### src/hdl/bhbc_pkg.sv
// shared constants, types and saturation helpers of the high-pass biquad cascade
`default_nettype none
package bhbc_pkg;

  localparam int MAX_SECTIONS  = 4;
  localparam int NUM_COEF_REGS = 4;
  localparam int SEC_W         = (MAX_SECTIONS > 1) ? $clog2(MAX_SECTIONS) : 1;
  localparam int SAMPLE_W      = 16;
  localparam int DATA_W        = 32;
  localparam int DATA_FRAC     = 8;
  localparam int COEF_W        = 20;
  localparam int COEF_FRAC     = 17;
  localparam int COEF_REG_W    = 3 * COEF_W;
  localparam int CFG_IDX_W     = 3;
  localparam int CNT_W         = 4;
  localparam int PROD_W        = COEF_W + DATA_W;

  // register indexes of the configuration port
  localparam logic [CFG_IDX_W-1:0] REG_ACTIVE_SECTIONS = 3'd0;
  localparam logic [CFG_IDX_W-1:0] REG_COEF_FIRST      = 3'd1;
  localparam logic [CFG_IDX_W-1:0] REG_COEF_LAST       = 3'd4;

  typedef logic [COEF_REG_W-1:0] coef_word_t;
  typedef coef_word_t coef_bank_t [NUM_COEF_REGS];

  // status of the section engine as seen by the stream wrapper
  typedef struct packed {
    logic idle;
    logic done;
  } bhbc_stat_t;

  function automatic logic signed [DATA_W-1:0] sat32(input logic signed [63:0] v);
    logic signed [63:0] hi;
    logic signed [63:0] lo;
    hi = 64'sd2147483647;
    lo = -64'sd2147483648;
    if (v > hi) begin
      sat32 = DATA_W'(hi);
    end else if (v < lo) begin
      sat32 = DATA_W'(lo);
    end else begin
      sat32 = DATA_W'(v);
    end
  endfunction

  function automatic logic signed [SAMPLE_W-1:0] sat16(input logic signed [63:0] v);
    logic signed [63:0] hi;
    logic signed [63:0] lo;
    hi = 64'sd32767;
    lo = -64'sd32768;
    if (v > hi) begin
      sat16 = SAMPLE_W'(hi);
    end else if (v < lo) begin
      sat16 = SAMPLE_W'(lo);
    end else begin
      sat16 = SAMPLE_W'(v);
    end
  endfunction

endpackage
`default_nettype wire

### src/hdl/bhbc_ram.sv
// generic single-clock ram, one write port and one registered read port
`default_nettype none
module bhbc_ram #(
  parameter int WIDTH = 64,
  parameter int DEPTH = 4
) (
  input  wire logic                                     clk,
  input  wire logic                                     wr_en,
  input  wire logic [((DEPTH > 1) ? $clog2(DEPTH) : 1)-1:0] wr_addr,
  input  wire logic [WIDTH-1:0]                         wr_data,
  input  wire logic                                     rd_en,
  input  wire logic [((DEPTH > 1) ? $clog2(DEPTH) : 1)-1:0] rd_addr,
  output logic      [WIDTH-1:0]                         rd_data
);

  logic [WIDTH-1:0] mem [DEPTH];

  always_ff @(posedge clk) begin
    if (wr_en) begin
      mem[wr_addr] <= wr_data;
    end
    if (rd_en) begin
      rd_data <= mem[rd_addr];
    end
  end

endmodule
`default_nettype wire

### src/hdl/bhbc_core.sv
// section engine: sequencer, shared multiplier and delay-line memory
`default_nettype none
module bhbc_core
  import bhbc_pkg::*;
(
  input  wire logic                        clk,
  input  wire logic                        rst,
  input  wire logic                        start,
  input  wire logic signed [SAMPLE_W-1:0]  sample,
  input  wire logic [2:0]                  active_sections,
  input  wire coef_bank_t                  coefs,
  input  wire logic                        res_ready,
  output bhbc_stat_t                       stat,
  output logic signed [SAMPLE_W-1:0]       result
);

  typedef enum logic [8:0] {
    ST_IDLE = 9'b000000001,
    ST_READ = 9'b000000010,
    ST_MUL1 = 9'b000000100,
    ST_MUL2 = 9'b000001000,
    ST_SUM  = 9'b000010000,
    ST_DIFF = 9'b000100000,
    ST_GAIN = 9'b001000000,
    ST_NEXT = 9'b010000000,
    ST_DONE = 9'b100000000
  } state_t;

  state_t state, state_next;

  logic [SEC_W-1:0]              sec;
  logic [SEC_W-1:0]              last_sec;
  logic [CNT_W-1:0]              n_eff;
  logic [MAX_SECTIONS-1:0]       written;
  logic                          rd_vld;
  logic [2*DATA_W-1:0]           rd_data;
  logic                          rd_en;
  logic [SEC_W-1:0]              rd_addr;
  logic                          wr_en;

  logic signed [DATA_W-1:0]      x;
  logic signed [DATA_W-1:0]      w0;
  logic signed [DATA_W-1:0]      w1;
  logic signed [DATA_W-1:0]      w2;
  logic signed [DATA_W-1:0]      diff;
  logic signed [DATA_W-1:0]      w1_rd;
  logic signed [DATA_W-1:0]      w2_rd;
  logic signed [PROD_W+1:0]      acc;
  logic signed [PROD_W-1:0]      prod;

  coef_word_t                    coef_sel;
  logic signed [COEF_W-1:0]      ga, c1, c2;
  logic signed [COEF_W-1:0]      mul_a;
  logic signed [DATA_W-1:0]      mul_b;

  logic signed [PROD_W+3:0]      w0_rnd;
  logic signed [DATA_W+2:0]      diff_sum;
  logic signed [PROD_W:0]        y_rnd;
  logic signed [DATA_W:0]        out_rnd;

  // clamp the section count to 1 .. MAX_SECTIONS
  always_comb begin
    n_eff = CNT_W'(active_sections);
    if (n_eff == '0) begin
      n_eff = CNT_W'(1);
    end else if (n_eff > CNT_W'(MAX_SECTIONS)) begin
      n_eff = CNT_W'(MAX_SECTIONS);
    end
    last_sec = SEC_W'(n_eff - CNT_W'(1));
  end

  // sections without a register see zero coefficients
  always_comb begin
    coef_sel = '0;
    for (int k = 0; k < NUM_COEF_REGS; k++) begin
      if ((SEC_W + 4)'(sec) == (SEC_W + 4)'(k)) begin
        coef_sel = coefs[k];
      end
    end
    ga = coef_sel[COEF_W-1:0];
    c1 = coef_sel[2*COEF_W-1:COEF_W];
    c2 = coef_sel[3*COEF_W-1:2*COEF_W];
  end

  // never-written entries read as zero
  assign w1_rd = rd_vld ? rd_data[DATA_W-1:0] : '0;
  assign w2_rd = rd_vld ? rd_data[2*DATA_W-1:DATA_W] : '0;

  always_comb begin
    mul_a = c1;
    mul_b = w1_rd;
    case (state)
      ST_MUL2: begin
        mul_a = c2;
        mul_b = w2;
      end
      ST_GAIN: begin
        mul_a = ga;
        mul_b = diff;
      end
      default: begin
        mul_a = c1;
        mul_b = w1_rd;
      end
    endcase
  end

  assign w0_rnd   = (PROD_W + 4)'(acc) + (PROD_W + 4)'(prod)
                    + (PROD_W + 4)'(64'sd1 <<< (COEF_FRAC - 1));
  assign diff_sum = (DATA_W + 3)'(w0) - ((DATA_W + 3)'(w1) <<< 1) + (DATA_W + 3)'(w2);
  assign y_rnd    = (PROD_W + 1)'(prod) + (PROD_W + 1)'(64'sd1 <<< (COEF_FRAC - 1));
  assign out_rnd  = (DATA_W + 1)'(x) + (DATA_W + 1)'(64'sd1 <<< (DATA_FRAC - 1));

  assign result = sat16(64'(out_rnd >>> DATA_FRAC));

  always_comb begin
    state_next = state;
    case (state)
      ST_IDLE: if (start) state_next = ST_READ;
      ST_READ: state_next = ST_MUL1;
      ST_MUL1: state_next = ST_MUL2;
      ST_MUL2: state_next = ST_SUM;
      ST_SUM:  state_next = ST_DIFF;
      ST_DIFF: state_next = ST_GAIN;
      ST_GAIN: state_next = ST_NEXT;
      ST_NEXT: state_next = (sec == last_sec) ? ST_DONE : ST_MUL1;
      ST_DONE: if (res_ready) state_next = ST_IDLE;
      default: state_next = ST_IDLE;
    endcase
  end

  // read for section 0 at item start, next section prefetched while writing back
  always_comb begin
    rd_en   = 1'b0;
    rd_addr = '0;
    if (state == ST_READ) begin
      rd_en = 1'b1;
    end else if (state == ST_DIFF && sec != last_sec) begin
      rd_en   = 1'b1;
      rd_addr = sec + SEC_W'(1);
    end
  end

  assign wr_en = (state == ST_DIFF);

  bhbc_ram #(
    .WIDTH (2 * DATA_W),
    .DEPTH (MAX_SECTIONS)
  ) u_delay_ram (
    .clk     (clk),
    .wr_en   (wr_en),
    .wr_addr (sec),
    .wr_data ({w1, w0}),
    .rd_en   (rd_en),
    .rd_addr (rd_addr),
    .rd_data (rd_data)
  );

  always_ff @(posedge clk) begin
    if (rst) begin
      state   <= ST_IDLE;
      sec     <= '0;
      written <= '0;
      rd_vld  <= 1'b0;
    end else begin
      state <= state_next;
      if (rd_en) begin
        rd_vld <= written[rd_addr];
      end
      if (wr_en) begin
        written[sec] <= 1'b1;
      end
      if (state == ST_IDLE) begin
        sec <= '0;
      end else if (state == ST_NEXT && sec != last_sec) begin
        sec <= sec + SEC_W'(1);
      end
    end
  end

  always_ff @(posedge clk) begin
    prod <= mul_a * mul_b;
    case (state)
      ST_IDLE: begin
        if (start) x <= DATA_W'(sample) <<< DATA_FRAC;
      end
      ST_MUL1: begin
        w1 <= w1_rd;
        w2 <= w2_rd;
      end
      ST_MUL2: acc  <= ((PROD_W + 2)'(x) <<< COEF_FRAC) + (PROD_W + 2)'(prod);
      ST_SUM:  w0   <= sat32(64'(w0_rnd >>> COEF_FRAC));
      ST_DIFF: diff <= sat32(64'(diff_sum));
      ST_NEXT: x    <= sat32(64'(y_rnd >>> COEF_FRAC));
      default: begin
      end
    endcase
  end

  assign stat.idle = (state == ST_IDLE);
  assign stat.done = (state == ST_DONE);

endmodule
`default_nettype wire

### src/hdl/butterworth_highpass_biquad_cascade.sv
// top level: stream ports, configuration registers and output register
`default_nettype none
// one sample in flight: a new input beat is taken only once the engine is back in idle;
//   the sample rate is set by the shared 20 x 32 multiplier, used three times per section,
//   by the delay-memory read-modify-write of each section and by output back-pressure
// reset: rst is synchronous, active high; it clears the delay lines (via per-entry
//   valid flags), the coefficients, and sets the section count to two
module butterworth_highpass_biquad_cascade
  import bhbc_pkg::*;
(
  input  wire logic                  clk,
  input  wire logic                  rst,
  // input stream
  input  wire logic                  s_tvalid,
  output logic                       s_tready,
  input  wire logic [SAMPLE_W-1:0]   s_tdata,     // [15:0] sample_in
  // output stream
  output logic                       m_tvalid,
  input  wire logic                  m_tready,
  output logic [SAMPLE_W-1:0]        m_tdata,     // [15:0] sample_out
  // configuration write channel
  input  wire logic                  cfg_valid,
  output logic                       cfg_ready,
  input  wire logic [CFG_IDX_W-1:0]  cfg_index,
  input  wire logic [COEF_REG_W-1:0] cfg_data
);

  logic [2:0]                 active_sections;
  coef_bank_t                 coefs;
  bhbc_stat_t                 stat;
  logic signed [SAMPLE_W-1:0] result;
  logic                       res_ready;
  logic                       start;

  // configuration writes are always taken
  assign cfg_ready = 1'b1;

  always_ff @(posedge clk) begin
    if (rst) begin
      active_sections <= 3'd2;
      for (int k = 0; k < NUM_COEF_REGS; k++) begin
        coefs[k] <= '0;
      end
    end else if (cfg_valid && cfg_ready) begin
      if (cfg_index == REG_ACTIVE_SECTIONS) begin
        active_sections <= cfg_data[2:0];
      end else if (cfg_index >= REG_COEF_FIRST && cfg_index <= REG_COEF_LAST) begin
        // writes beyond the last coefficient register fall through and do nothing
        coefs[2'(cfg_index - REG_COEF_FIRST)] <= cfg_data;
      end
    end
  end

  // the engine takes a new sample whenever it is idle, even while the
  // output register still holds the previous beat
  assign s_tready = stat.idle;
  assign start    = s_tvalid && s_tready;

  // the engine hands its result over once the output register is free
  assign res_ready = !m_tvalid || m_tready;

  bhbc_core u_core (
    .clk             (clk),
    .rst             (rst),
    .start           (start),
    .sample          (s_tdata),
    .active_sections (active_sections),
    .coefs           (coefs),
    .res_ready       (res_ready),
    .stat            (stat),
    .result          (result)
  );

  // output register
  always_ff @(posedge clk) begin
    if (rst) begin
      m_tvalid <= 1'b0;
    end else if (stat.done && res_ready) begin
      m_tvalid <= 1'b1;
    end else if (m_tready) begin
      m_tvalid <= 1'b0;
    end
  end

  always_ff @(posedge clk) begin
    if (stat.done && res_ready) begin
      m_tdata <= result;
    end
  end

  // one sample in flight: an accepted beat closes the input side
  a_single_item: assert property (@(posedge clk) disable iff (rst)
    s_tvalid && s_tready |=> !s_tready)
    else $error("input accepted while the engine was busy");

  // a result beat only appears after the engine finished
  a_result_source: assert property (@(posedge clk) disable iff (rst)
    $rose(m_tvalid) |-> $past(stat.done))
    else $error("output beat without a finished sample");

  // a finished result waits while the output register is blocked
  a_result_held: assert property (@(posedge clk) disable iff (rst)
    stat.done && m_tvalid && !m_tready |=> stat.done)
    else $error("finished result dropped while output stalled");

endmodule
`default_nettype wire
### config.mk
export PLATFORM = sky130hd
export DESIGN_NAME = butterworth_highpass_biquad_cascade
export DESIGN_NICKNAME = d
export VERILOG_FILES = /design/src/hdl/bhbc_pkg.sv /design/src/hdl/bhbc_ram.sv /design/src/hdl/bhbc_core.sv /design/src/hdl/butterworth_highpass_biquad_cascade.sv
export SDC_FILE = /design/constraint.sdc
export NUM_CORES = 2
export LEC_CHECK = 0
export BUFFER_PORTS_ARGS = -buffer_cell sky130_fd_sc_hd__buf_2
export CORE_MARGIN = 4
export CORE_UTILIZATION = 57
export DETAILED_ROUTE_END_ITERATION = 8
export PLACE_DENSITY = 0.73
export SYNTH_ARGS = -nofsm -noshare
export SYNTH_HDL_FRONTEND = slang
export SYNTH_SLANG_ARGS = --single-unit
### constraint.sdc
create_clock -name clk -period 22.6 [get_ports clk]
set_input_delay 2.26 -clock clk [delete_from_list [all_inputs] [get_ports clk]]
set_output_delay 2.26 -clock clk [all_outputs]
set_load 0.01 [all_outputs]
* Yosys cells after proc, flatten, opt, wreduce, memory -nomap -nowiden
Memories as Yosys holds them, arrays and structs flattened. A register that Yosys moved wholly into a read port is not among the register bits.
Cells that the tools add are included.
W data, S select, Z words.
** Storage, ports and cells
- Flip-flop bits (word level) :: 541
- Latch bits :: 0
- Memory bits (writable) :: 256
- ROM bits :: 0
- Input bits :: 84
- Word-level logic and storage cells :: 119
- Memories kept :: 1
** Cells by class
- $add $sub $neg :: 10
- Multipliers :: 1
- Div/mod/pow operators :: 0
- Order comparisons :: 16
- Equality and inequality tests :: 16
- Shifts and indexed selects :: 0
- Multiplexer cells :: 35
- Bitwise logic cells :: 3
- Reductions and logical operators :: 19
** Memory list
- u_core.u_delay_ram.mem :: words 4, width 64, read ports 1, clocked after memory_dff 1, write ports 1, RTL line bhbc_ram.sv:16 : logic [WIDTH-1:0] mem [DEPTH];
** Operators by type and width (number)
- $mux W60 :: 5
- $bwmux W240 :: 1
- $mux W32 :: 6
- $pmux W32 S2 :: 2
- $demux W60 S2 :: 1
- $pmux W9 S9 :: 1
- $add A54 B18 Y55 const B :: 1
- $add A53 B52 Y54 :: 1
- $add A49 B52 Y53 :: 1
- $add A52 B18 Y53 const B :: 1
- $mul A20 B32 Y52 :: 1
- $pmux W20 S2 :: 1
- $gt A39 B32 Y1 const B :: 1
- $lt A39 B32 Y1 const B :: 1
- $gt A36 B32 Y1 const B :: 1
- $lt A36 B32 Y1 const B :: 1
- $add A34 B32 Y35 :: 1
- $gt A35 B32 Y1 const B :: 1
- $lt A35 B32 Y1 const B :: 1
- $sub A32 B33 Y34 :: 1
- $add A32 B9 Y33 const B :: 1
- $mux W9 :: 3
- $gt A25 B16 Y1 const B :: 1
- $lt A25 B16 Y1 const B :: 1
- other kinds (40) :: 64

* Logic depth before layout (Yosys ltp)
- Depth after elaboration :: 10
- Gate-level depth with buffers :: 40

* Hierarchy
Synthesis repeated with hierarchy kept, for this count alone.
** Second synthesis, totals
- Cells, all modules :: 6102
- Area, all modules :: 64474.3 sq um
** By module, submodules not included
- bhbc_core :: times used 1, cells each 4816, area each 43046.3 sq um, seq. area each 7757.4 sq um
- bhbc_ram :: times used 1, cells each 402, area each 11263.3 sq um, seq. area each 9609.2 sq um
- butterworth_highpass_biquad_cascade :: times used 1, cells each 884, area each 10164.7 sq um, seq. area each 5365.1 sq um

* Worst setup path after synthesis
No wires, ideal clock.
- Path kind :: register to register
- Start :: reg u_core.state[0]
- End :: reg u_core.prod[49]
- Library setup time :: 0.122 ns
- Arrival time :: 9.964 ns
- Data required time :: 22.478 ns
- Path slack :: 12.514 ns
- Cell stages (with the launch flop) :: 38
- Period minus slack after synthesis :: 10.086 ns
- Path through :: dfxtp_1 -> nor4_1 -> nand2_1 -> or4b_1 -> buf_2 -> inv_1 -> buf_2 -> buf_2 -> buf_2 -> buf_2 -> a221oi_1 -> nor2_1 -> fa_1 -> fa_1 -> inv_1 -> fa_1 -> inv_1 -> fa_1 -> [2 not listed] -> inv_1 -> fa_1 -> inv_1 -> fa_1 -> inv_1 -> ha_1 -> and3_1 -> clkbuf_1 -> a221o_1 -> a31oi_1 -> o22ai_1 -> and2_1 -> o311ai_1 -> a211oi_1 -> or3_1 -> a21oi_1 -> nor4bb_1 -> a311o_1
** Between the ends
- Cells in the longest elaborated chain, start to end :: 3
- Elaborated cells between the ends (all ways) :: 5
** Ends and longest elaborated chain
- from (decl) :: RTL line bhbc_core.sv:29 : state_t state, state_next;
- from (signal assigned) :: RTL line bhbc_core.sv:166 : state <= state_next;
- $eq A9 B7 Y1 or $eq A9 B4 Y1 (tied branches) :: RTL line bhbc_core.sv:92 : case (state)
- $pmux W20 S2 or $pmux W32 S2 (tied branches) :: RTL line bhbc_core.sv:92
- $mul A20 B32 Y52 (*) :: RTL line bhbc_core.sv:182 : prod <= mul_a * mul_b;
- to (signal assigned) :: RTL line bhbc_core.sv:182
- to (decl) :: RTL line bhbc_core.sv:49 : logic signed [PROD_W-1:0] prod;
Every way passes the cells marked *; elsewhere a longest branch is shown, timed or not.
A chain may end at the register's enable or synchronous reset.

* Worst setup path in the final report
Ends and elaborated chain as after synthesis.

==> results_dict.tcl <==
set metrics [dict create \
    synth_ff_type "edfxtp_1" \
    cp-startpoint "u_core.state[0]$_SDFFE_PP1P_" \
    power.density_nw_per_um2 48.8 \
    crit_required_ps 23230 \
    grt_pass1_vias 49500 \
    cp_slowest_stage_delay_ps 720 \
    vias 49000 \
    fin_nets 7607 \
    dr.pass1.iters 6 \
    cts_made_buffers 90 \
    synth_cells 6599 \
    yosysWarningCount 0 \
    hold_buffers 0 \
    core_um2 111000 \
    initial_core_util_pct 57.6 \
    critPathCaptureType "flip-flop" \
    critPathLaunchType "flip-flop" \
    p_leak_uw 0.0294 \
    die_h_um 343 \
    worst_slew_pin_slew_ps 1220 \
    critical_path.slowest_cell "buf_4" \
    use_met3_pct 6.25 \
    status "finished clean" \
    grt_use_met1_pct 42.4 \
    hold_path_startpoint "u_core.prod[13]$_DFF_P_" \
    finClkSkew_ps 50.4 \
    syn_nets 7662 \
    dieWidth_um 343 \
    synth-async-reset-ratio_pct 0 \
    period_minus_slack_ps 12030 \
    grt_pass1_wl_um 290000 \
    fmax_mhz 83.1 \
    fin_area_um2 69000 \
    ios 103 \
    syn-mean-instance-area_um2 9.70 \
    io_buffers 101 \
    finalSetupViolations 0 \
    drv_cap 0 \
    drive_above_1_share_pct 7.31 \
    dp_hpwl_um 136000 \
    clockBufferDepth 3 \
    hp-class "flip-flop to flip-flop" \
    yosys.cell_types.count 93 \
    grt_use_met2_pct 51.4 \
    viasPerCell 6.03 \
    htreeDepth 3 \
    cp_max_fo 59 \
    ys_seq_area_share_pct 35.5 \
    grtUsageTotal_pct 32.2 \
    drt-initial-drc-count 4811 \
    ys_top_cells_by_area "edfxtp_1 26%, fa_1 21%, dfxtp_1 9.8%, ha_1 6.1%, nand2_1 5.6%" \
    rsz0062_at_grt "false" \
    place_congestion 0.949 \
    wl_per_cell_um 23.0 \
    path_clk_slew_ps 60 \
    setup-tns-final_ps 0 \
    synth_top_area_share_pct 25.7 \
    fp-row-count 122 \
    routed_wl_um 187000 \
    placed_area_um2 66000 \
    post_cts_buffers 0 \
    synth_area_leader_cell "edfxtp_1" \
    r2r_start "u_core.state[0]$_SDFFE_PP1P_" \
    clock_latency_ps 700 \
    place_ws_ps 10850 \
    fillers 9227 \
    grt_max_degree 161 \
    synth.cell_area_um2 64000 \
    final-hold-violation-count 0 \
    finalMaxSlewViolations 0 \
    critical_path_class "flip-flop to flip-flop" \
    cts-root-buf "clkbuf_16" \
    cpMostUsedCell "fa_1" \
    ant_nets 0 \
    die_area_um2 118000 \
    grt-ovfl-total 0 \
    syn_to_final_growth_pct 7.79 \
    layout_setup_ws_ps 10570 \
    cts_sinks 861 \
    relSlewSlack_pct 18.2 \
    yosys_register_bits 861 \
    antenna_found_initial 41 \
    drc 0 \
    period_share_pct 53.2 \
    post_cts_resize_count 0 \
    utilization_pct 62.1 \
    synth_edf_count 549 \
    gr-max-usage-layer "met2" \
    cts_tree "done" \
    crit_arrival_ps 12660 \
    ir_drop_v 0.0000613 \
]
==> area by class of cell <==
| type | count | area [um^2] | share of cell area (%) |
|---|---|---|---|
| sequential | 861 | 22700 | 32.9 |
| inverter | 918 | 3450 | 5.00 |
| tap | 1488 | 1860 | 2.70 |
| multi-input combinational | 4477 | 36700 | 53.2 |
| timing repair buffer | 196 | 1230 | 1.78 |
| antenna | 23 | 57.6 | 0.0834 |
| clock buffer | 126 | 2550 | 3.70 |
| clock inverter | 41 | 442 | 0.640 |
==> cells in the final DEF, fill, tap and decap left out, drive strengths merged, types with 68 or more instances in the layout <==
cell type | Yosys | layout
o22ai | 82 | 82
nand2 | 948 | 948
o21ai | 263 | 263
clkbuf | 280 | 127
and2 | 134 | 134
ha | 310 | 310
fa | 669 | 669
xnor2 | 120 | 120
buf | 63 | 195
nand3b | 68 | 68
dfxtp | 312 | 312
xor2 | 70 | 70
nand2b | 70 | 70
inv | 918 | 922
a21o | 91 | 91
edfxtp | 549 | 549
nor2 | 455 | 455
a21oi | 530 | 530
==> registers in the layout, indices dropped and copies added (netlist names), 2 cells and up <==
name                        count
active_sections                 3
coefs                         240
m_tdata                        16
u_core.acc                     53
u_core.diff                    32
u_core.prod                    52
u_core.sec                      2
u_core.state                    9
u_core.u_delay_ram.mem        256
u_core.u_delay_ram.rd_data     64
u_core.w0                      32
u_core.w1                      32
u_core.w2                      32
u_core.written                  4
u_core.x                       32
==> path summary, 6_finish.rpt <==
path                            cells past startpoint  slack (ps)                  endpoint
worst min-delay path                                0         440  u_core.acc[13]$_DFFE_PN_
worst max-delay path                               37       10570   u_core.prod[49]$_DFF_P_
worst min register to register                      0         440  u_core.acc[13]$_DFFE_PN_
worst max register to register                     37       10570   u_core.prod[49]$_DFF_P_
==> routing by layer <==
layer	wire, um	share of wire [%]
met1	73200	39
met4	10900	5.8
met2	85500	46
met5	57	0.030
met3	17400	9.3
==> kinds of logic (layout without fill, tap and decap cells) <==
logic type	after synthesis	count (layout)	share of synthesized area, %
xor gates and xnor gates	190	190	2.60
buffers and inverters	1261	1281	7.52
muxes	74	74	1.29
other	1	24	0.00586
adders and majority gates	980	980	27.0
AOI/OAI and AO/OA	1293	1293	12.5
and+or+nand+nor	1939	1939	13.6
DFF	861	861	35.5
==> per-stage QoR <==
step	cells	total power [uW]	hold slack, ps
after floorplan	6599	1830	408
after global placement	7940	1890	424
after detailed placement	7940	1900	425
after CTS	8107	3380	441
after global routing	8119	3460	448
final	8130	3370	440
==> Yosys cell counts (all sizes together), types with 5 or more instances <==
| cell | number |
|---|---|
| nor4 | 11 |
| o31ai | 8 |
| o21a | 24 |
| ha | 310 |
| nand3b | 68 |
| buf | 63 |
| clkbuf | 280 |
| a21boi | 7 |
| nor3 | 33 |
| and4 | 9 |
| a22o | 18 |
| a221o | 41 |
| xor2 | 70 |
| a211oi | 18 |
| a31oi | 21 |
| mux2 | 67 |
| nand2 | 948 |
| o21bai | 28 |
| fa | 669 |
| and3 | 62 |
| or2 | 6 |
| dfxtp | 312 |
| nor2 | 455 |
| edfxtp | 549 |
| nand3 | 53 |
| o22ai | 82 |
| o211ai | 9 |
| a21oi | 530 |
| nor3b | 6 |
| nand4 | 34 |
| inv | 918 |
| xnor2 | 120 |
| o41ai | 5 |
| a31o | 6 |
| nand2b | 70 |
| and2 | 134 |
| mux2i | 7 |
| a221oi | 46 |
| a211o | 5 |
| a21o | 91 |
| or3 | 6 |
| a22oi | 52 |
| nor2b | 24 |
| o21ai | 263 |
| nor4b | 7 |
==> worst max-delay path, delay by kind of cell (launching register included) <==
family,cells,cell delay [ps]
adders and majority gates,8,4000
AOI/OAI and AO/OA,8,2220
DFF,1,340
buffers and inverters,9,2400
and+or+nand+nor,12,2900
==> power breakdown <==
group / internal, uW / leakage (uW) / switching, uW
registers: 1680 / 0.00743 / 17.9
clock network: 844 / 0.00145 / 658
logic: 55.0 / 0.0205 / 113
total: 2580 / 0.0294 / 789
Power figures use the tool's default switching activity.
